`config.mk`:
```
export PLATFORM = sky130hd
export DESIGN_NAME = afvt_ram
export DESIGN_NICKNAME = d
export VERILOG_FILES = /design/src/rtl/afvt_ram.sv
export SDC_FILE = /design/constraint.sdc
export NUM_CORES = 1
export LEC_CHECK = 0
export BUFFER_PORTS_ARGS = -buffer_cell sky130_fd_sc_hd__buf_2
export CELL_PAD_IN_SITES_DETAIL_PLACEMENT = 0
export CELL_PAD_IN_SITES_GLOBAL_PLACEMENT = 1
export CORE_MARGIN = 2
export CORE_UTILIZATION = 30
export DETAILED_ROUTE_END_ITERATION = 7
export GPL_TIMING_DRIVEN = 0
export MAX_ROUTING_LAYER = met4
export PLACE_DENSITY = 0.57
export REMOVE_ABC_BUFFERS = 1
export SKIP_CTS_REPAIR_TIMING = 1
export SLEW_MARGIN = 20
export SYNTH_ARGS = -nofsm -noshare
export SYNTH_HDL_FRONTEND = slang
export SYNTH_SLANG_ARGS = --single-unit
```
`constraint.sdc`:
```
create_clock -name i_clk -period 1.1 [get_ports i_clk]
set_input_delay 0.11 -clock i_clk [delete_from_list [all_inputs] [get_ports i_clk]]
set_output_delay 0.11 -clock i_clk [all_outputs]
set_load 0.01 [all_outputs]
```
`src/rtl/afvt_ram.sv`:
```
module afvt_ram #(
    parameter int W     = 8,
    parameter int DEPTH = 4
) (
    input  logic                                          i_clk,
    input  logic                                          i_wr_en,
    input  logic [((DEPTH > 1) ? $clog2(DEPTH) : 1)-1:0] i_wr_addr,
    input  logic [W-1:0]                                  i_wr_data,
    input  logic                                          i_rd_en,
    input  logic [((DEPTH > 1) ? $clog2(DEPTH) : 1)-1:0] i_rd_addr,
    output logic [W-1:0]                                  o_rd_data
);
    logic [W-1:0] r_mem [DEPTH];
    logic [W-1:0] r_rd_data;

    always_ff @(posedge i_clk) begin
        if (i_wr_en) begin
            r_mem[i_wr_addr] <= i_wr_data;
        end
        if (i_rd_en) begin
            r_rd_data <= r_mem[i_rd_addr];
        end
    end

    assign o_rd_data = r_rd_data;

endmodule

```
# == After elaboration in Yosys (flattened, before gate mapping) ==
# Memories as Yosys holds them, arrays and structs flattened. A register that Yosys moved wholly into a read port is not among the register bits.
# Cells that the tools add are included.
# totals
ramBits,32
out_inout_bits,8
memories,1
ff_bits,0
wordCells,3
# op_classes
muxes,2
# mem_list
memory,words,word_bits,read_ports,rd_clocked_by_memory_dff,write_ports,line_no,source
r_mem,4,8,1,1,1,13,logic [W-1:0] r_mem [DEPTH];
# ops
cell,count
two-way mux 1 bit,2

# == Depth between registers and ports, before layout ==
# Gate-level depths: netlist of run 1.
# logic_depth
depth_word,2
mapped_depth,2
ltp_nobuf,1

# == Least setup slack after synthesis of run 1 ==
# Ideal clock, no wire load.
# synth_path
path_kind,input to register
from,in i_wr_addr[0] in the netlist's numbering
to,"mem r_mem[0][0], enable pin"
cell_stages,1
arrival_time_ps,789
path_slack_ps,-74
required_ps,715
setup_ps,385
cell_sequence,nor3b_1
# synth_lines
element,line_no,source
start: declaration,7,"input logic [((DEPTH > 1) ? $clog2(DEPTH) : 1)-1:0] i_wr_addr,"
end: declaration,13,
# No word-level cell before the write port.

# == Worst setup path after layout of run 1 ==
# layout_path
from,mem r_mem[1][2]
to,"reg r_rd_data[2], in the netlist o_rd_data[2], read port of r_mem, data pin"
# layout_lines
element,line_no,source
end: declaration,14,logic [W-1:0] r_rd_data;
# No word-level cell between the ends.

==> qor.txt, run 1 <==
1st-iter DRT viols - 45
Largest net degree at the start of global routing - 12
Starting Density - 0.307
Die area - 5330 um^2
GPL Wtd Cong - 0.660
Pins over their slew limit - 0
Setup ws final - -0.0103 ns
Net Switching - 549 uW
PwrDens - 1680 nW/um^2
GRT Overall Usage - 0.0980
Clock Skew - 0.00501 ns
RSZ-0062 raised after global routing - true
Worst-path fanout max - 1
DP Worst Slack - -0.152 ns
Clock Tree Root - clkbuf_8
Nets - 97
FILL cells - 444
DR WL/cell - 16.8 um
Final period util - 1.01
Fmax - 901 MHz
Mapped Cells - 54
Violated checks - negative setup slack
Buf/Inv on CP - 0
Dpl cells - 129
Cts bufs inserted - 5
Clock-pin slew on the worst setup and hold paths - 0.07 ns
Setup crit end kind - flop
CP arrival - 1.13 ns
Final hold vios - 0
Critical Path Max Stage Delay - 0.47 ns
Share of cells above drive strength 1 - 0.451
WL final - 2.28 mm
Diodes inserted - 0
Port bufs - 22
Row count - 25
Clock Latency Late Sink - 0.28 ns
Clock Path Buffers - 2
Io pins - 23
Pleak - 0.577 nW
Vias in the first global route - 685
TritonRoute pass-1 iters - 2
Synth Register Bits - 40
Initial antenna violation count - 0
Req. time, crit path - 1.12 ns
Comb power frac - 0.060
Tightest Pin Transition - 0.442 ns
Die X-Extent - 73.0 um
Fin cells - 136
Clk pwr share - 0.305
CP max stage cell - mux4_2
Via count - 624
CTS sink cnt - 40
Synthesis Warnings - 0
Min-Delay Path Class - input port to flop
Sequential Power Share - 0.634
Cell Area, Synth - 1430 um^2
Syn Area/Cell - 26.5 um^2
CP cell instances - mux4_2
Netlist cell types - 7
Total grt overflow - 0
First-pass GRT wire length - 3.55 mm
DRC - 0
Status - finished, violations left
Core area - 4660 um^2
Area Growth Syn to Fin - 17.5%
Peak supply drop - 0.618 mV
Startpoint types - flop
Register area share after synthesis - 0.841
CP delay by family, top - multiplexers
Max transition margin - 0.705
Chip height - 73.0 um
Crit path time final - 1.11 ns
DR vias/cell - 4.59
Sw Share - 0.195
Final setup fails - 2
Internal - 2.27 mW
Post-route ant nets - 0
Critical path class - flop to flop
CTS H-tree depth - 2
Max Cap Viol - 0
CTS tree - done
[layout make-up]
| class | instances | area, um^2 | share of cell area |
|---|---|---|---|
| sequential | 40 | 1200 | 0.715 |
| tap | 54 | 67.6 | 0.0402 |
| clock inverter | 2 | 7.51 | 0.00447 |
| multi-input combinational | 12 | 216 | 0.129 |
| clock buffer | 5 | 68.8 | 0.0410 |
| timing repair buffer | 23 | 118 | 0.0700 |
[cells in the mapped netlist]
library cell	instances	share of area
mux4_2	8	0.13
buf_6	1	0.0079
and3b_1	2	0.012
and3_1	1	0.0044
nor3b_1	1	0.0053
clkbuf_2	1	0.0035
edfxtp_1	40	0.84
[cells by family after synthesis]
kind of cell  count (synthesis)  synth area share
flops                        40             0.841
mux                           8             0.126
simple gates                  4            0.0219
buf+inv                       2            0.0114
[stage by stage]
| step | area [um^2] | TNS, ns | util | hold WS (ns) | power, mW |
|---|---|---|---|---|---|
| 2_1_floorplan | 1410 | -0.593 | - | 0.209 | 1.90 |
| 3_3_place_gp | 1590 | -7.00 | 0.341 | 0.321 | 1.98 |
| 3_5_place_dp | 1600 | -1.50 | 0.344 | 0.330 | 2.00 |
| 4_1_cts | 1680 | -0.0295 | 0.360 | 0.0324 | 2.86 |
| 5_1_grt | 1680 | -0.117 | 0.360 | 0.0399 | 2.93 |
| 6_report | 1680 | -0.0160 | 0.360 | 0.0405 | 2.82 |
[final timing paths]
| kind | depth (start not counted) | slack (ns) | from | to |
|---|---|---|---|---|
| worst min-delay path | 1 | 0.04 | i_wr_data[1] | r_mem[1][1]$_DFFE_PP_ |
| worst max register to register | 1 | -0.01 | r_mem[1][2]$_DFFE_PP_ | o_rd_data[2]$_DFFE_PP_ |
| worst min register to register | 1 | 0.63 | r_mem[0][0]$_DFFE_PP_ | o_rd_data[0]$_DFFE_PP_ |
| worst max-delay path | 1 | -0.01 | r_mem[1][2]$_DFFE_PP_ | o_rd_data[2]$_DFFE_PP_ |
[state kept, by name, indices dropped and copies added (netlist names)]
| signal | count |
|---|---|
| r_mem | 32 |
| o_rd_data | 8 |
[per-layer routing]
metal | part of all wire | global-route usage | vias up
met5 | 0 | - | -
met4 | 0.028 | 0.0617 | 0
met3 | 0.044 | 0.0221 | 8
met2 | 0.49 | 0.151 | 21
met1 | 0.43 | 0.116 | 309
li1 | - | - | 286
[cells in the final DEF (no fill, tap or decap)]
cell,synthesis,layout
edfxtp_1,40,40
buf_2,0,22
mux4_2,8,8
clkbuf_8,0,5
and3b_1,2,2
clkinv_1,0,2
nor3b_2,0,1
and3_1,1,1
buf_4,0,1
[power by group through the flow]
stage	combinational [mW]	clock [mW]	sequential [mW]
finish	0.170	0.861	1.79
global route	0.188	0.945	1.79
CTS	0.176	0.892	1.79
detailed placement	0.176	0	1.82
global placement	0.168	0	1.82
floorplan	0.0641	0	1.83
Note: power is estimated with default switching activity, not from simulation.
==> run 2: changes to the inputs <==
--- a/config.mk
+++ b/config.mk
@@ -5,6 +5,7 @@
 export SDC_FILE = /design/constraint.sdc
 export NUM_CORES = 1
 export LEC_CHECK = 0
+export ABC_AREA = 1
 export BUFFER_PORTS_ARGS = -buffer_cell sky130_fd_sc_hd__buf_2
 export CELL_PAD_IN_SITES_DETAIL_PLACEMENT = 0
 export CELL_PAD_IN_SITES_GLOBAL_PLACEMENT = 1
@@ -13,7 +14,7 @@
 export DETAILED_ROUTE_END_ITERATION = 7
 export GPL_TIMING_DRIVEN = 0
 export MAX_ROUTING_LAYER = met4
-export PLACE_DENSITY = 0.57
+export PLACE_DENSITY = 0.6
 export REMOVE_ABC_BUFFERS = 1
 export SKIP_CTS_REPAIR_TIMING = 1
 export SLEW_MARGIN = 20
==> qor.txt, run 2 <==
Status - finished clean
Fin area - 1900 um^2
Syn Area/Cell - 11.5 um^2
Nets - 181
Async SR Flop Fraction - 0
Post-synth EDFFs - 40
Clock Path Buffers - 2
Final period util - 0.949
Via count - 959
Setup ws final - 0.0560 ns
Vias in the first global route - 942
Area post-placement - 1810 um^2
Min-Delay Path Class - input port to flop
Req. time, crit path - 1.01 ns
CTS H-tree depth - 2
Post-route ant nets - 0
Synth cell count leaders - 40 x edfxtp_1, 40 x nand2_1, 36 x inv_1, 16 x nand3_1, 4 x nor3_1
Share of the synthesized area in the top cell type - 0.738
Synthesis Warnings - 0
Dpl hpwl - 1.80 mm
CTS tree - done
WHS - 0.0341 ns
Core area - 5170 um^2
TritonRoute pass-1 iters - 4
Final setup fails - 0
GRT Overall Usage - 0.102
Setup crit end kind - flop
Most frequent cells in the layout - 40 x nand2_1, 40 x edfxtp_1, 36 x inv_1, 22 x buf_2, 16 x nand3_1
Tightest Pin Transition - 0.788 ns
Initial antenna violation count - 0
Hold Path End - r_mem[2][7]$_DFFE_PP_
Biggest register - r_mem
Worst-path fanout max - 8
Starting Density - 0.315
Largest net degree at the start of global routing - 18
Startpoint types - input port
WL final - 2.75 mm
Worst hold path depth - 1
PwrDens - 1530 nW/um^2
Mapped Cells - 141
Final hold vios - 0
Die area - 6030 um^2
Chip height - 77.7 um
FILL cells - 508
DR vias/cell - 4.05
Max Cap Viol - 0
RSZ-0062 raised after global routing - false
Synth Register Bits - 40
Max FFs per register - 32
Crit path time final - 1.04 ns
Netlist cell types - 9
Clock Tree Root - clkbuf_8
Clock-pin slew on the worst setup and hold paths - 0.07 ns
Io pins - 23
DP Worst Slack - -0.256 ns
Top cell type by total area after synthesis - edfxtp_1
Ys flop type - edfxtp_1
Max transition margin - 0.472
Cell Area, Synth - 1630 um^2
Register area share after synthesis - 0.738
GPL Wtd Cong - 0.721
Worst R2R Setup Slack - 0.23 ns
FF-to-FF Start - r_mem[1][5]$_DFFE_PP_
CTS sink cnt - 40
Clock Latency Late Sink - 0.28 ns
DR WL/cell - 11.6 um
Die X-Extent - 77.7 um
Most area-consuming cells after synthesis - edfxtp_1 74%, nand2_1 9.2%, inv_1 8.3%, nand3_1 4.9%, buf_6 1.4%
Diodes inserted - 0
Cts bufs inserted - 5
CP arrival - 0.96 ns
Total grt overflow - 0
1st-iter DRT viols - 45
Pins over their slew limit - 0
Fmax - 958 MHz
Worst hold start - i_wr_data[7]
Area Growth Syn to Fin - 16.5%
DRC - 0
Critical path class - input port to flop
Pleak - 0.841 nW
Peak supply drop - 0.504 mV
Share of cells above drive strength 1 - 0.192
First-pass GRT wire length - 4.20 mm
R2R depth - 4
Port bufs - 22
Clock Skew - 0.00156 ns
Row count - 26
R2r endpoint - o_rd_data[5]$_DFFE_PP_
[run 2: changes by cell type after synthesis, sizes merged]
cell,previous run,this run
nor3,0,4
nand2,0,40
mux4,8,0
and3,1,0
and3b,2,0
clkbuf,1,0
nand3,0,16
buf,1,4
nor3b,1,0
inv,0,37
[run 2: worst max path at each step]
stage	startpoint	end	slack, ns	cells after the start
global route	i_wr_addr[0]	r_mem[1][6]$_DFFE_PP_	0.02	3
floorplan	i_wr_addr[0]	r_mem[3][0]$_DFFE_PP_	-0.07	2
finish	i_wr_addr[1]	r_mem[2][6]$_DFFE_PP_	0.06	3
global placement	i_wr_addr[0]	r_mem[3][0]$_DFFE_PP_	-0.67	3
detailed placement	i_wr_addr[0]	r_mem[3][0]$_DFFE_PP_	-0.26	3
CTS	i_wr_addr[0]	r_mem[3][2]$_DFFE_PP_	0.05	3
[run 2: critical path: stages]
cell    delay, ns
buf_2        0.11
inv_1        0.08
nor3_2       0.65
[run 2: cells by family (layout without fill, tap and decap cells)]
| kind of cell | after synthesis | in the layout | synth area share |
|---|---|---|---|
| simple gates | 60 | 60 | 0.154 |
| flops | 40 | 40 | 0.738 |
| buf+inv | 41 | 67 | 0.108 |
[run 2: layout make-up]
cell class / instances / area (um^2) / area share
sequential: 40 / 1200 / 0.633
timing repair buffer: 22 / 110 / 0.0580
tap: 70 / 87.6 / 0.0462
clock buffer: 7 / 76.3 / 0.0402
multi-input combinational: 60 / 277 / 0.146
inverter: 37 / 141 / 0.0745
clock inverter: 1 / 3.75 / 0.00198
[run 2: power breakdown]
| part | leakage (nW) | switching, mW | internal (mW) |
|---|---|---|---|
| Combinational | 0.429 | 0.147 | 0.0731 |
| Sequential | 0.373 | 0.0169 | 1.77 |
| Clock | 0.0399 | 0.455 | 0.441 |
[run 2: metal layers]
metal | share of wire | global-route usage
met1 | 0.37 | 0.0861
met2 | 0.57 | 0.189
met3 | 0.029 | 0.0221
met4 | 0.035 | 0.0804
met5 | 0 | -
[run 2: per-stage QoR]
stage | util | power (mW) | TNS [ns] | cells
2_1_floorplan | - | 1.93 | -1.88 | 137
3_3_place_gp | 0.346 | 2.03 | -20.79 | 229
3_5_place_dp | 0.350 | 2.04 | -7.27 | 229
4_1_cts | 0.366 | 2.93 | 0 | 237
5_1_grt | 0.367 | 3.01 | 0 | 237
6_report | 0.367 | 2.90 | 0 | 237
